===== config.mk =====
export PLATFORM = sky130hd
export DESIGN_NAME = tls_client_hello_field_extractor_core
export DESIGN_NICKNAME = d
export VERILOG_FILES = /design/src/design/tcfe_pkg.sv /design/src/design/tcfe_parser.sv /design/src/design/tcfe_queue.sv /design/src/design/tls_client_hello_field_extractor_core.sv
export SDC_FILE = /design/constraint.sdc
export NUM_CORES = 1
export LEC_CHECK = 0
export BUFFER_PORTS_ARGS = -buffer_cell sky130_fd_sc_hd__clkbuf_2
export CAP_MARGIN = 20
export CORE_ASPECT_RATIO = 1.2
export CORE_UTILIZATION = 59
export CTS_CLUSTER_DIAMETER = 200
export DETAILED_ROUTE_END_ITERATION = 7
export PLACE_DENSITY = 0.76
export RECOVER_POWER = 50
export SLEW_MARGIN = 20
export SYNTH_ARGS = -nofsm -noshare
export SYNTH_HDL_FRONTEND = slang
export SYNTH_SLANG_ARGS = --single-unit

===== constraint.sdc =====
create_clock -name clk -period 26.1 [get_ports clk]
set_clock_uncertainty 0.05 [all_clocks]
set_input_delay 2.61 -clock clk [delete_from_list [all_inputs] [get_ports clk]]
set_output_delay 2.61 -clock clk [all_outputs]
set_load 0.005 [all_outputs]

===== src/design/tcfe_pkg.sv =====
`timescale 1ns / 1ps
// ----------------------------------------------------------------------------
// tcfe_pkg
// Shared types and constants for the ClientHello field extractor.
// ----------------------------------------------------------------------------
package tcfe_pkg;

  localparam logic [15:0] MAX_RECORD_BYTES = 16'hffff;
  localparam int          QDEPTH           = 4;
  localparam int          QAW              = $clog2(QDEPTH);
  localparam int          QCW              = $clog2(QDEPTH + 1);

  localparam logic [7:0]  REC_HANDSHAKE    = 8'h16;
  localparam logic [7:0]  HS_TYPE_HELLO    = 8'h01;
  localparam logic [15:0] EXT_SNI          = 16'h0000;
  localparam logic [15:0] EXT_GROUPS       = 16'h000a;
  localparam logic [15:0] EXT_EC_FORMATS   = 16'h000b;
  localparam logic [15:0] EXT_SIGNATURES   = 16'h000d;
  localparam logic [15:0] EXT_APP_PROTO    = 16'h0010;
  localparam logic [15:0] EXT_SUP_VERSIONS = 16'h002b;
  localparam logic [15:0] GREASE_MASK      = 16'h0f0f;
  localparam logic [15:0] GREASE_PATTERN   = 16'h0a0a;

  localparam logic [3:0]  KIND_CIPHER      = 4'd0;
  localparam logic [3:0]  KIND_EXT_TYPE    = 4'd1;
  localparam logic [3:0]  KIND_GROUP       = 4'd2;
  localparam logic [3:0]  KIND_EC_FORMAT   = 4'd3;
  localparam logic [3:0]  KIND_SIG_ALG     = 4'd4;
  localparam logic [3:0]  KIND_SNI_BYTE    = 4'd5;
  localparam logic [3:0]  KIND_ALPN_BYTE   = 4'd6;
  localparam logic [3:0]  KIND_ALPN_EMPTY  = 4'd7;
  localparam logic [3:0]  KIND_SUMMARY     = 4'd8;

  typedef struct packed {
    logic [3:0]  kind;
    logic [15:0] value;
    logic        is_grease;
    logic        piece_end;
    logic [15:0] client_version;
    logic        sni_present;
    logic        hello_valid;
    logic        run_last;
  } result_t;

  typedef struct packed {
    logic [1:0] cnt;
    result_t    first;
    result_t    second;
  } qwrite_t;

  function automatic logic grease16(input logic [15:0] v);
    return ((v & GREASE_MASK) == GREASE_PATTERN) && (v[15:8] == v[7:0]);
  endfunction

endpackage


===== src/design/tcfe_parser.sv =====
`timescale 1ns / 1ps
// ----------------------------------------------------------------------------
// tcfe_parser
// Front end: walks the record byte by byte and classifies each into results.
// ----------------------------------------------------------------------------
module tcfe_parser import tcfe_pkg::*; (
  input  logic        clk,
  input  logic        rst_n,
  input  logic        fire,
  input  logic [7:0]  data_byte,
  input  logic [15:0] held_length,
  input  logic        last_byte,
  output qwrite_t     wr
);

  typedef enum logic [4:0] {
    PH_HEAD = 5'd0, PH_LEGACY = 5'd1, PH_RANDOM = 5'd2, PH_SID_LEN = 5'd3,
    PH_SID = 5'd4, PH_CS_LEN = 5'd5, PH_CS_ITEM = 5'd6, PH_CM_LEN = 5'd7,
    PH_CM = 5'd8, PH_EXT_LEN = 5'd9, PH_EH_TYPE = 5'd10, PH_EH_LEN = 5'd11,
    PH_SKIP = 5'd12, PH_SNI_LIST = 5'd13, PH_SNI_TYPE = 5'd14,
    PH_SNI_NLEN = 5'd15, PH_SNI_NAME = 5'd16, PH_VEC_LEN = 5'd17,
    PH_VEC_ITEM = 5'd18, PH_EC_N = 5'd19, PH_EC_ITEM = 5'd20,
    PH_SV_N = 5'd21, PH_SV_ITEM = 5'd22, PH_AL_LIST = 5'd23,
    PH_AL_PLEN = 5'd24, PH_AL_BYTES = 5'd25, PH_DONE = 5'd26
  } phase_t;

  phase_t      phase_r, phase_nxt;
  logic [15:0] pos_r, pos_nxt;
  logic [15:0] rem_r, rem_nxt;
  logic [15:0] ext_end_r, ext_end_nxt;
  logic [15:0] body_end_r, body_end_nxt;
  logic [15:0] ext_kind_r, ext_kind_nxt;
  logic [7:0]  high_r, high_nxt;
  logic        pair_r, pair_nxt;
  logic [15:0] legacy_r, legacy_nxt;
  logic [15:0] best_r, best_nxt;
  logic        sni_r, sni_nxt;
  logic        anyc_r, anyc_nxt;
  logic        anye_r, anye_nxt;
  logic        fail_r, fail_nxt;

  logic [15:0] eff_len, nx, rec_left, body_left, pv, vtot, ext_nx;
  logic [17:0] nx_w, sum_w;
  logic        was_body, elem_vld, sum_vld, entry, hello_ok;
  result_t     elem, summ;

  always_comb begin
    phase_nxt = phase_r;  pos_nxt = pos_r;  rem_nxt = rem_r;
    ext_end_nxt = ext_end_r;  body_end_nxt = body_end_r;
    ext_kind_nxt = ext_kind_r;  high_nxt = high_r;  pair_nxt = pair_r;
    legacy_nxt = legacy_r;  best_nxt = best_r;  sni_nxt = sni_r;
    anyc_nxt = anyc_r;  anye_nxt = anye_r;  fail_nxt = fail_r;
    elem_vld = 1'b0;  elem = '0;  sum_vld = 1'b0;  summ = '0;
    entry = 1'b0;  hello_ok = 1'b0;  vtot = '0;  ext_nx = '0;

    eff_len   = (held_length > MAX_RECORD_BYTES) ? MAX_RECORD_BYTES : held_length;
    nx        = pos_r + 16'd1;
    nx_w      = {2'b00, nx};
    rec_left  = eff_len - nx;
    body_left = (body_end_r > nx) ? (body_end_r - nx) : 16'd0;
    pv        = {high_r, data_byte};
    was_body  = (phase_r >= PH_SKIP) && (phase_r <= PH_AL_BYTES);
    sum_w     = nx_w + {2'b00, pv};

    if (fire && (pos_r < eff_len)) begin
      unique case (phase_r)
        PH_HEAD: begin
          if (((pos_r == 16'd0) && (data_byte != REC_HANDSHAKE)) ||
              ((pos_r == 16'd5) && (data_byte != HS_TYPE_HELLO))) begin
            fail_nxt = 1'b1;  phase_nxt = PH_DONE;  pair_nxt = 1'b0;
          end else if (pos_r >= 16'd8) begin
            phase_nxt = PH_LEGACY;  pair_nxt = 1'b0;
          end
        end
        PH_LEGACY: begin
          if (!pair_r) begin
            high_nxt = data_byte;  pair_nxt = 1'b1;
          end else begin
            legacy_nxt = pv;  rem_nxt = 16'd32;
            phase_nxt = PH_RANDOM;  pair_nxt = 1'b0;
          end
        end
        PH_RANDOM, PH_SID, PH_CM: begin
          rem_nxt = rem_r - 16'd1;
          if (rem_r == 16'd1) begin
            pair_nxt = 1'b0;
            unique case (phase_r)
              PH_RANDOM: phase_nxt = PH_SID_LEN;
              PH_SID:    phase_nxt = PH_CS_LEN;
              default:   phase_nxt = PH_EXT_LEN;
            endcase
          end
        end
        PH_SID_LEN, PH_CM_LEN: begin
          pair_nxt = 1'b0;
          if ({8'h00, data_byte} > rec_left) begin
            fail_nxt = 1'b1;  phase_nxt = PH_DONE;
          end else if (data_byte == 8'h00) begin
            phase_nxt = (phase_r == PH_SID_LEN) ? PH_CS_LEN : PH_EXT_LEN;
          end else begin
            rem_nxt = {8'h00, data_byte};
            phase_nxt = (phase_r == PH_SID_LEN) ? PH_SID : PH_CM;
          end
        end
        PH_CS_LEN: begin
          if (!pair_r) begin
            high_nxt = data_byte;  pair_nxt = 1'b1;
          end else begin
            pair_nxt = 1'b0;
            if (pv > rec_left) begin
              fail_nxt = 1'b1;  phase_nxt = PH_DONE;
            end else if (pv == 16'd0) begin
              phase_nxt = PH_CM_LEN;
            end else begin
              rem_nxt = pv;  phase_nxt = PH_CS_ITEM;
            end
          end
        end
        PH_CS_ITEM, PH_VEC_ITEM: begin
          if (!pair_r) begin
            if (rem_r >= 16'd2) begin
              high_nxt = data_byte;  pair_nxt = 1'b1;
            end
          end else begin
            pair_nxt = 1'b0;
            elem_vld = 1'b1;
            elem.value = pv;
            elem.is_grease = grease16(pv);
            if (phase_r == PH_CS_ITEM) begin
              elem.kind = KIND_CIPHER;  anyc_nxt = 1'b1;
            end else begin
              elem.kind = (ext_kind_r == EXT_GROUPS) ? KIND_GROUP : KIND_SIG_ALG;
            end
          end
          rem_nxt = rem_r - 16'd1;
          if (rem_r == 16'd1) begin
            pair_nxt = 1'b0;
            phase_nxt = (phase_r == PH_CS_ITEM) ? PH_CM_LEN : PH_SKIP;
          end
        end
        PH_EXT_LEN: begin
          if (!pair_r) begin
            high_nxt = data_byte;  pair_nxt = 1'b1;
          end else begin
            vtot = (pv > rec_left) ? rec_left : pv;
            ext_end_nxt = nx + vtot;
            entry = 1'b1;
          end
        end
        PH_EH_TYPE: begin
          if (!pair_r) begin
            high_nxt = data_byte;  pair_nxt = 1'b1;
          end else begin
            ext_kind_nxt = pv;  phase_nxt = PH_EH_LEN;  pair_nxt = 1'b0;
          end
        end
        PH_EH_LEN: begin
          if (!pair_r) begin
            high_nxt = data_byte;  pair_nxt = 1'b1;
          end else begin
            pair_nxt = 1'b0;
            if (sum_w > {2'b00, ext_end_r}) begin
              phase_nxt = PH_DONE;
            end else begin
              elem_vld = 1'b1;
              elem.kind = KIND_EXT_TYPE;
              elem.value = ext_kind_r;
              elem.is_grease = grease16(ext_kind_r);
              anye_nxt = 1'b1;
              body_end_nxt = sum_w[15:0];
              case (ext_kind_r)
                EXT_SNI:          phase_nxt = PH_SNI_LIST;
                EXT_GROUPS:       phase_nxt = PH_VEC_LEN;
                EXT_SIGNATURES:   phase_nxt = PH_VEC_LEN;
                EXT_EC_FORMATS:   phase_nxt = PH_EC_N;
                EXT_SUP_VERSIONS: phase_nxt = PH_SV_N;
                EXT_APP_PROTO:    phase_nxt = PH_AL_LIST;
                default:          phase_nxt = PH_SKIP;
              endcase
              if (pv == 16'd0) entry = 1'b1;
            end
          end
        end
        PH_SKIP: begin
        end
        PH_SNI_LIST, PH_AL_LIST: begin
          if (!pair_r) begin
            high_nxt = data_byte;  pair_nxt = 1'b1;
          end else begin
            pair_nxt = 1'b0;
            phase_nxt = (phase_r == PH_SNI_LIST) ? PH_SNI_TYPE : PH_AL_PLEN;
          end
        end
        PH_SNI_TYPE: begin
          pair_nxt = 1'b0;
          phase_nxt = (data_byte != 8'h00) ? PH_SKIP : PH_SNI_NLEN;
        end
        PH_SNI_NLEN: begin
          if (!pair_r) begin
            high_nxt = data_byte;  pair_nxt = 1'b1;
          end else begin
            pair_nxt = 1'b0;
            phase_nxt = PH_SKIP;
            if (pv <= body_left) begin
              sni_nxt = 1'b1;
              if (pv != 16'd0) begin
                rem_nxt = pv;  phase_nxt = PH_SNI_NAME;
              end
            end
          end
        end
        PH_SNI_NAME, PH_AL_BYTES: begin
          elem_vld = 1'b1;
          elem.kind = (phase_r == PH_SNI_NAME) ? KIND_SNI_BYTE : KIND_ALPN_BYTE;
          elem.value = {8'h00, data_byte};
          elem.piece_end = (rem_r == 16'd1);
          rem_nxt = rem_r - 16'd1;
          if (rem_r == 16'd1) begin
            pair_nxt = 1'b0;
            phase_nxt = (phase_r == PH_SNI_NAME) ? PH_SKIP : PH_AL_PLEN;
          end
        end
        PH_VEC_LEN: begin
          if (!pair_r) begin
            high_nxt = data_byte;  pair_nxt = 1'b1;
          end else begin
            pair_nxt = 1'b0;
            if ((pv == 16'd0) || (pv > body_left)) begin
              phase_nxt = PH_SKIP;
            end else begin
              rem_nxt = pv;  phase_nxt = PH_VEC_ITEM;
            end
          end
        end
        PH_EC_N, PH_SV_N: begin
          pair_nxt = 1'b0;
          if ((phase_r == PH_EC_N) ? (data_byte == 8'h00) : (data_byte < 8'd2)) begin
            phase_nxt = PH_SKIP;
          end else begin
            rem_nxt = {8'h00, data_byte};
            phase_nxt = (phase_r == PH_EC_N) ? PH_EC_ITEM : PH_SV_ITEM;
          end
        end
        PH_EC_ITEM: begin
          elem_vld = 1'b1;
          elem.kind = KIND_EC_FORMAT;
          elem.value = {8'h00, data_byte};
          elem.is_grease = grease16({8'h00, data_byte});
          rem_nxt = rem_r - 16'd1;
          if (rem_r == 16'd1) begin
            pair_nxt = 1'b0;  phase_nxt = PH_SKIP;
          end
        end
        PH_SV_ITEM: begin
          rem_nxt = rem_r - 16'd1;
          if (!pair_r) begin
            high_nxt = data_byte;  pair_nxt = 1'b1;
          end else begin
            pair_nxt = 1'b0;
            if (!grease16(pv) && (pv > best_r)) best_nxt = pv;
            if (rem_nxt < 16'd2) phase_nxt = PH_SKIP;
          end
        end
        PH_AL_PLEN: begin
          pair_nxt = 1'b0;
          if ({8'h00, data_byte} > body_left) begin
            phase_nxt = PH_SKIP;
          end else if (data_byte == 8'h00) begin
            elem_vld = 1'b1;
            elem.kind = KIND_ALPN_EMPTY;
            elem.piece_end = 1'b1;
          end else begin
            rem_nxt = {8'h00, data_byte};  phase_nxt = PH_AL_BYTES;
          end
        end
        default: begin
          phase_nxt = PH_DONE;  pair_nxt = 1'b0;
        end
      endcase

      if (was_body && (phase_nxt != PH_DONE) && (nx >= body_end_r)) entry = 1'b1;
      if (entry) begin
        pair_nxt = 1'b0;
        phase_nxt = ((nx_w + 18'd4) <= {2'b00, ext_end_nxt}) ? PH_EH_TYPE : PH_DONE;
      end
    end

    if (fire && (pos_r != 16'hffff)) pos_nxt = pos_r + 16'd1;

    if (fire && last_byte) begin
      hello_ok = !fail_nxt && (pos_nxt >= eff_len) && (phase_nxt >= PH_EXT_LEN) &&
                 (anyc_nxt || anye_nxt);
      sum_vld = 1'b1;
      summ.kind = KIND_SUMMARY;
      summ.value = (best_nxt != 16'd0) ? best_nxt : legacy_nxt;
      summ.client_version = legacy_nxt;
      summ.sni_present = sni_nxt;
      summ.hello_valid = hello_ok;
      summ.run_last = 1'b1;
      phase_nxt = PH_HEAD;  pos_nxt = '0;  rem_nxt = '0;  ext_end_nxt = '0;
      body_end_nxt = '0;  ext_kind_nxt = '0;  high_nxt = '0;  pair_nxt = 1'b0;
      legacy_nxt = '0;  best_nxt = '0;  sni_nxt = 1'b0;  anyc_nxt = 1'b0;
      anye_nxt = 1'b0;  fail_nxt = 1'b0;
    end
    elem.run_last = !sum_vld;

    ext_nx = nx;
    wr = '0;
    if (elem_vld && sum_vld) begin
      wr.cnt = 2'd2;  wr.first = elem;  wr.second = summ;
    end else if (elem_vld) begin
      wr.cnt = 2'd1;  wr.first = elem;
    end else if (sum_vld) begin
      wr.cnt = 2'd1;  wr.first = summ;
    end
    wr.second.value = (elem_vld && sum_vld) ? summ.value : ext_nx & 16'h0000;
  end

  always_ff @(posedge clk) begin
    if (!rst_n) begin
      phase_r <= PH_HEAD;  pos_r <= '0;  rem_r <= '0;  ext_end_r <= '0;
      body_end_r <= '0;  ext_kind_r <= '0;  high_r <= '0;  pair_r <= 1'b0;
      legacy_r <= '0;  best_r <= '0;  sni_r <= 1'b0;  anyc_r <= 1'b0;
      anye_r <= 1'b0;  fail_r <= 1'b0;
    end else begin
      phase_r <= phase_nxt;  pos_r <= pos_nxt;  rem_r <= rem_nxt;
      ext_end_r <= ext_end_nxt;  body_end_r <= body_end_nxt;
      ext_kind_r <= ext_kind_nxt;  high_r <= high_nxt;  pair_r <= pair_nxt;
      legacy_r <= legacy_nxt;  best_r <= best_nxt;  sni_r <= sni_nxt;
      anyc_r <= anyc_nxt;  anye_r <= anye_nxt;  fail_r <= fail_nxt;
    end
  end

`ifndef SYNTHESIS
  a_pair_only_in_pair_phases: assert property (@(posedge clk) disable iff (!rst_n)
    pair_r |-> (phase_r != PH_HEAD) && (phase_r != PH_DONE) && (phase_r != PH_SKIP))
    else $error("half-gathered pair outside a 16-bit field");
  a_summary_resets: assert property (@(posedge clk) disable iff (!rst_n)
    (fire && last_byte) |=> (phase_r == PH_HEAD) && (pos_r == 16'd0) && !fail_r)
    else $error("state not cleared after summary");
  a_fail_goes_done: assert property (@(posedge clk) disable iff (!rst_n)
    fail_r |-> (phase_r == PH_DONE))
    else $error("failed parse left done phase");
`endif

endmodule


===== src/design/tcfe_queue.sv =====
`timescale 1ns / 1ps
// ----------------------------------------------------------------------------
// tcfe_queue
// Back end: result queue taking up to two words a cycle, giving one a cycle.
// ----------------------------------------------------------------------------
module tcfe_queue import tcfe_pkg::*; (
  input  logic    clk,
  input  logic    rst_n,
  input  qwrite_t wr,
  output logic    full,
  output logic    empty,
  input  logic    pop,
  output result_t head
);

  result_t        mem_r [QDEPTH];
  logic [QAW-1:0] wp_r, rp_r;
  logic [QCW-1:0] count_r;
  logic           rd;
  logic [QAW-1:0] wp_plus;

  assign empty   = (count_r == '0);
  assign full    = (count_r > QCW'(QDEPTH - 2));
  assign rd      = pop && !empty;
  assign head    = mem_r[rp_r];
  assign wp_plus = wp_r + QAW'(1);

  always_ff @(posedge clk) begin
    if (wr.cnt != 2'd0) mem_r[wp_r] <= wr.first;
    if (wr.cnt == 2'd2) mem_r[wp_plus] <= wr.second;
  end

  always_ff @(posedge clk) begin
    if (!rst_n) begin
      wp_r <= '0;  rp_r <= '0;  count_r <= '0;
    end else begin
      wp_r    <= wp_r + QAW'(wr.cnt);
      rp_r    <= rp_r + QAW'(rd);
      count_r <= count_r + QCW'(wr.cnt) - QCW'(rd);
    end
  end

`ifndef SYNTHESIS
  a_count_bound: assert property (@(posedge clk) disable iff (!rst_n)
    count_r <= QCW'(QDEPTH))
    else $error("queue overflow");
  a_room_for_write: assert property (@(posedge clk) disable iff (!rst_n)
    (wr.cnt != 2'd0) |-> ({1'b0, count_r} + (QCW + 1)'(wr.cnt) <= (QCW + 1)'(QDEPTH)))
    else $error("write without room");
  a_drain: assert property (@(posedge clk) disable iff (!rst_n)
    (rd && (wr.cnt == 2'd0)) |=> (count_r == $past(count_r) - QCW'(1)))
    else $error("pop did not drain");
`endif

endmodule


===== src/design/tls_client_hello_field_extractor_core.sv =====
`timescale 1ns / 1ps
// A result is queued as its byte is taken and shows on out_ when at the head.
// Throughput: one record byte per cycle while the queue is not full; the
// parser updates counters and phase on each byte taken, and a four-word result
// queue absorbs the final byte's element plus summary. Reset (rst_n low,
// synchronous) returns the parser to the record header and empties the queue.
// ----------------------------------------------------------------------------
// tls_client_hello_field_extractor_core
// Streams a held TLS record and extracts ClientHello fields and a summary.
// ----------------------------------------------------------------------------
module tls_client_hello_field_extractor_core import tcfe_pkg::*; (
  input  logic        clk,
  input  logic        rst_n,
  input  logic        push,
  output logic        full,
  input  logic [7:0]  in_data_byte,
  input  logic [15:0] in_held_length,
  input  logic        in_last_byte,
  output logic        empty,
  input  logic        pop,
  output logic [3:0]  out_kind,
  output logic [15:0] out_value,
  output logic        out_is_grease,
  output logic        out_piece_end,
  output logic [15:0] out_client_version,
  output logic        out_sni_present,
  output logic        out_hello_valid,
  output logic        out_run_last
);

  qwrite_t wr;
  result_t head;
  logic    fire;

  assign fire = push && !full;

  tcfe_parser u_parser (
    .clk         (clk),
    .rst_n       (rst_n),
    .fire        (fire),
    .data_byte   (in_data_byte),
    .held_length (in_held_length),
    .last_byte   (in_last_byte),
    .wr          (wr)
  );

  tcfe_queue u_queue (
    .clk   (clk),
    .rst_n (rst_n),
    .wr    (wr),
    .full  (full),
    .empty (empty),
    .pop   (pop),
    .head  (head)
  );

  assign out_kind           = head.kind;
  assign out_value          = head.value;
  assign out_is_grease      = head.is_grease;
  assign out_piece_end      = head.piece_end;
  assign out_client_version = head.client_version;
  assign out_sni_present    = head.sni_present;
  assign out_hello_valid    = head.hello_valid;
  assign out_run_last       = head.run_last;

endmodule

== Word-level counts from Yosys, hierarchy flattened ==
Memories as Yosys holds them, arrays and structs flattened. A register that Yosys moved wholly into a read port is not among the register bits.
Index checks and enable logic that the tools add are counted.

* Bitwise logic cells: 2
* Add/subtract/negate cells: 12
* Mux-type cells: 140
* Divide/modulo/power cells: 0
* Equality and inequality tests: 59
* Shift-type cells: 0
* Magnitude comparators: 21
* $mul: 0
* Reduce and logical (&&, ||, !) cells: 56

{| class="wikitable"
|+ Operator list
! cell !! number
|-
| $mux W16 || 29
|-
| $mux W5 || 31
|-
| $pmux W16 S8 || 1
|-
| $pmux W5 S18 || 1
|-
| $mux W43 || 2
|-
| $gt A16 B16 Y1 || 4
|-
| $eq A5 B5 Y1 const B || 10
|-
| $eq A16 B4 Y1 const B || 3
|-
| $logic_not A16 Y1 || 3
|-
| $pmux W16 S3 || 1
|-
| $mux W1 || 43
|-
| $mux W21 || 2
|-
| $mux W42 || 1
|-
| $mux W41 || 1
|-
| $eq A5 B4 Y1 const B || 8
|-
| $ge A16 B16 Y1 || 2
|-
| $gt A8 B16 Y1 || 2
|-
| $reduce_bool A16 Y1 || 2
|-
| $sub A16 B16 Y16 || 2
|-
| $pmux W5 S5 || 1
|-
| $mux W8 || 3
|-
| $mux W22 || 1
|-
| $eq A5 B3 Y1 const B || 4
|-
| $mux W20 || 1
|-
| other kinds (69) || 132
|}

* Output and inout bits: 43
* Word-level logic and storage cells: 308
* Register bits after elaboration: 137
* Bits in latches: 0
* Memories: 1
* Memory bits (writable): 164
* Memory bits (read-only): 0

{| class="wikitable"
|+ Memory list
! memory !! depth !! width !! read ports !! clocked after Yosys merged registers in !! wr ports !! line !! text
|-
| u_queue.mem_r || 4 || 41 || 1 || 1 || 2 || tcfe_queue.sv:16 || <nowiki>result_t mem_r [QDEPTH];</nowiki>
|}

== Longest topological paths before layout ==
* Word-level depth: 26
* Mapped depth: 49
* Gate-level depth less buffers: 48

== Cells and area by module ==
From an unflattened synthesis, not the netlist that was laid out.

* Cells, all modules: 2,448
* Area total of the unflattened synthesis: 23,307.4 um^2

{| class="wikitable"
|+ Modules (own cells, without submodules)
! module !! instances !! cells an instance !! area each (um^2) !! sequential area each (um^2)
|-
| tcfe_parser || 1 || 2,004 || 14,903.0 || 2,602.5
|-
| tcfe_queue || 1 || 443 || 8,390.5 || 5,064.9
|-
| tls_client_hello_field_extractor_core || 1 || 1 || 13.8 || 0.0
|}

== Worst setup path before layout ==
Ideal clock, no wire load.

* Path kind: input-to-reg
* Start point: in in_held_length[1]
* End point: mem u_queue.mem_r[2][1] (netlist bit), data pin
* Library setup time: 273 ps
* Stages on the path: 43
* Arrival time: 10,293 ps
* Setup slack: 15,484 ps
* Path buffers: 1
* Cells stage by stage: ha_1 nor2b_1 o21a_1 nor3_1 a221o_1 o311ai_4 o21ai_0 a21oi_1 o21ai_0 a211o_1 ha_1 nand4_1 and4b_4 a32oi_2 a21oi_4 clkbuf_1 mux2i_1 ha_1 (+7 left out) a21oi_1 inv_1 a21oi_1 maj3_2 xnor2_1 mux2i_1 ha_1 a21o_1 a21o_1 a21oi_1 o21ai_0 a21o_1 a21oi_1 o21ai_0 o21a_1 a22oi_1 nor2b_1 nor3b_1

{| class="wikitable"
|+ RTL lines
! item !! line !! text
|-
| start: declaration || tls_client_hello_field_extractor_core.sv:17 || <nowiki>input logic [15:0] in_held_length,</nowiki>
|-
| end: declaration || tcfe_queue.sv:16 ||
|}

==> metrics.txt <==
status=finished with violations; failing checks=max-capacitance violations, max-slew violations; Critical-path top delay cell=a21oi_1; Ant. Diodes=0; num ports=72; # clock sinks=301; Critical R2R Capture=u_queue.mem_r[2][1]; Avg Cell Area, Syn=8.922 um^2; Synth Flop Type=dfxtp_1; Overflow after GRT=0; drt first pass iters=6; core footprint=between 30000 and 40000 um^2; Synth top cells by count=nor2_1, nand2_1, ha_1; Sw Ratio=37.43%; Core Util, Final=63.90%; IO Port Bufs=71; first-pass GRT wire length=107.4 mm; library cells used by synthesis=114; Residual DRC=0; Sw Pwr=~600 uW; hold path start=u_queue.mem_r[3][39]; Setup Buffers After CTS=0; maximum fanout along the worst path=28; R2R Setup Slk=12.84 ns; CTS tree=done; final wirelength=69.58 mm; Cell Int Power=1014 uW; endpoint class of the critical path=register; initial antenna violation count=0; Clk pwr share=28.8%; Tmin final=13.63 ns; Final Hold Vio Count=0; Post-synth EDFFs=144; Post-synth ARST share=0%; Site Rows=77; clock buffer count from CTS=31; fmax=73.34 MHz; Net Count, Synth=around 2700; Leakage Power=0.009322 uW; Die Y=213.3 um; R2R cell count=45; Cell Area, Synth=21960 um^2; all-layer global routing usage=36.82%; H-tree depth=1; Via Count=between 15000 and 20000; most common cell type on the critical path=a21oi_1; Yosys top cell area share=19.69%; Gate Count Post-Synth=around 2500; Relative slew margins=-171.5%; Final Max Tran Viols=roughly 300; Critical Path AT=approximately 14 ns; Hold EP=u_queue.mem_r[3][39]; post-DR wirelength/cell=23.54 um; vias per inst=about 6.6; # hold bufs at CTS=0; Clk Latency, worst-skew pair=0.60 ns; maximum clock path buffer count=3; Clock Tree Root=clkbuf_16; vias in the first global route=19140; Worst Tran Pin Value=4.073 ns; Detail Route Antenna Nets=0; Crit path largest cell delay=1.89 ns; Starting Density=59.66%; sequential area share after synthesis=34.01%; Hold Path Class=reg -> reg; top cells by area, synth=edfxtp_1, dfxtp_1, ha_1; # resized after CTS=0; RSZ-0062 raised after global routing=false; most common cell in the netlist=nor2_1; Synth area leader=edfxtp_1; Iteration-0 DRC Markers=2027; startpoint types=input pin; Yosys reg bits=301; Worst Hold Slack=between 0.4 and 0.5 ns; clock slew at reported path FFs=0.06 ns; layout cells sized above 1=9.468%; Die Wd=178.1 um; gp weighted congestion=between 1 and 1.5; Worst Path Buf+Inv=3; Total Die Area=~38000 um^2; YS warnings=0; combinational cell fraction of total power=38.0%; Final Cycle Share=around 52%; largest net degree at the start of global routing=87; total negative setup slack=0 ns; synthesis-to-finish area growth=7.106%; sequential power share=between 30% and 40%; final net count=2661; worst vdd ir=0.00005656 V; Pwr Density=68.93 nW/um^2; MaxCap Viol Count=8; CP delay by family, top=compound AO/OA/AOI/OAI gates; WHS Path Cells=2; FF-to-FF Start=u_parser.pos_r[0]; post-DP HPWL=between 50 and 60 mm; Critical Path RT=26.37 ns; Crit Path Class=in -> reg; Setup violations, final=0
## flip-flops by register name, indices dropped and copies added, names as in the netlist
register             flops
u_parser.rem_r          16
u_parser.pair_r          1
u_parser.best_r         16
u_queue.count_r          3
u_parser.anyc_r          1
u_parser.legacy_r       16
u_parser.ext_kind_r     16
u_parser.fail_r          1
u_parser.pos_r          16
u_parser.anye_r          1
u_queue.wp_r             2
u_parser.ext_end_r      16
u_parser.phase_r         5
u_queue.rp_r             2
u_parser.body_end_r     16
u_queue.mem_r          164
u_parser.sni_r           1
u_parser.high_r          8
## how the worst max path moves through the flow
stage	from	endpoint	slack, ns	cells after the start
after floorplan	in_held_length[1]	u_queue.mem_r[2][1]	15.48	43
after global placement	in_held_length[0]	u_queue.mem_r[0][1]	14.25	44
after detailed placement	in_held_length[0]	u_queue.mem_r[2][1]	14.07	44
after CTS	in_held_length[0]	u_queue.mem_r[2][1]	14.59	44
after global routing	in_held_length[0]	u_queue.mem_r[2][1]	11.61	44
final	in_held_length[0]	u_queue.mem_r[2][1]	12.47	44
## final cells by class
cell class,instances,area (um^2)
Timing Repair Buffer,107,551.8
Clock buffer,39,847.1
Tap cell,474,593.1
Sequential cell,301,7470
Clock inverter,19,197.7
Fill cell,3162,13290
Multi-Input combinational cell,1878,13340
Inverter,138,520.5
## worst min-delay path: stages, from the launching register on
cell	delay, ns
dfxtp_1	0.32
nand2_1	0.05
o21ai_0	0.06
## stage by stage
step	setup WS, ns	total power [uW]	cells	instance area [um^2]
after global placement	14.25	1144	2898	22620
after CTS	14.59	1615	2956	23660
final	12.47	1621	2956	23520
after floorplan	15.48	978.8	2461	21960
after global routing	11.61	1703	2956	23520
after detailed placement	14.07	1154	2898	22620
## cells in the final DEF, fill, tap and decap left out, types with 31 or more instances in the layout
cell	Yosys	final
nor2_1	296	296
nand2_1	202	202
ha_1	170	170
dfxtp_1	157	155
edfxtp_1	144	144
a21oi_1	137	138
inv_1	135	135
o21ai_0	104	106
xnor2_1	85	85
o22ai_1	67	67
mux2i_1	54	54
a21o_1	50	50
clkbuf_1	110	48
nand3_1	45	45
nor3_1	41	41
mux4_2	41	41
clkbuf_2	0	36
nand2b_1	34	34
nand4_1	33	33
clkbuf_16	0	32
a22oi_1	31	31
a211oi_1	31	31
## kinds of logic after synthesis
logic type / Yosys count / share of synthesized area (%)
AO/OA/AOI/OAI: 622 / 19.14
multiplexers: 103 / 7.095
XOR/XNOR: 127 / 5.773
AND/OR/NAND/NOR: 846 / 18.55
flip-flops: 301 / 34.01
adder cells (fa/ha/maj): 180 / 10.38
buffers and inverters: 282 / 5.055
## power groups by stage
stage                     sequential, uW  clock [uW]  combinational, uW
after floorplan                      542           0                437
after global placement               547           0                597
final                                539         466                616
after global routing                 542         487                673
after detailed placement             549           0                606
after CTS                            539         466                610
## routing by layer
layer	vias to the layer above	GRT usage [%]	routed length, um	part of all wire (%)
li1	8983	-	-	-
met1	9388	41.99	25800	37
met2	962	64.54	34040	49
met3	285	5.413	5042	7.2
met4	0	22.87	4694	6.7
met5	-	0	0	0
(Power assumes the default switching activity.)
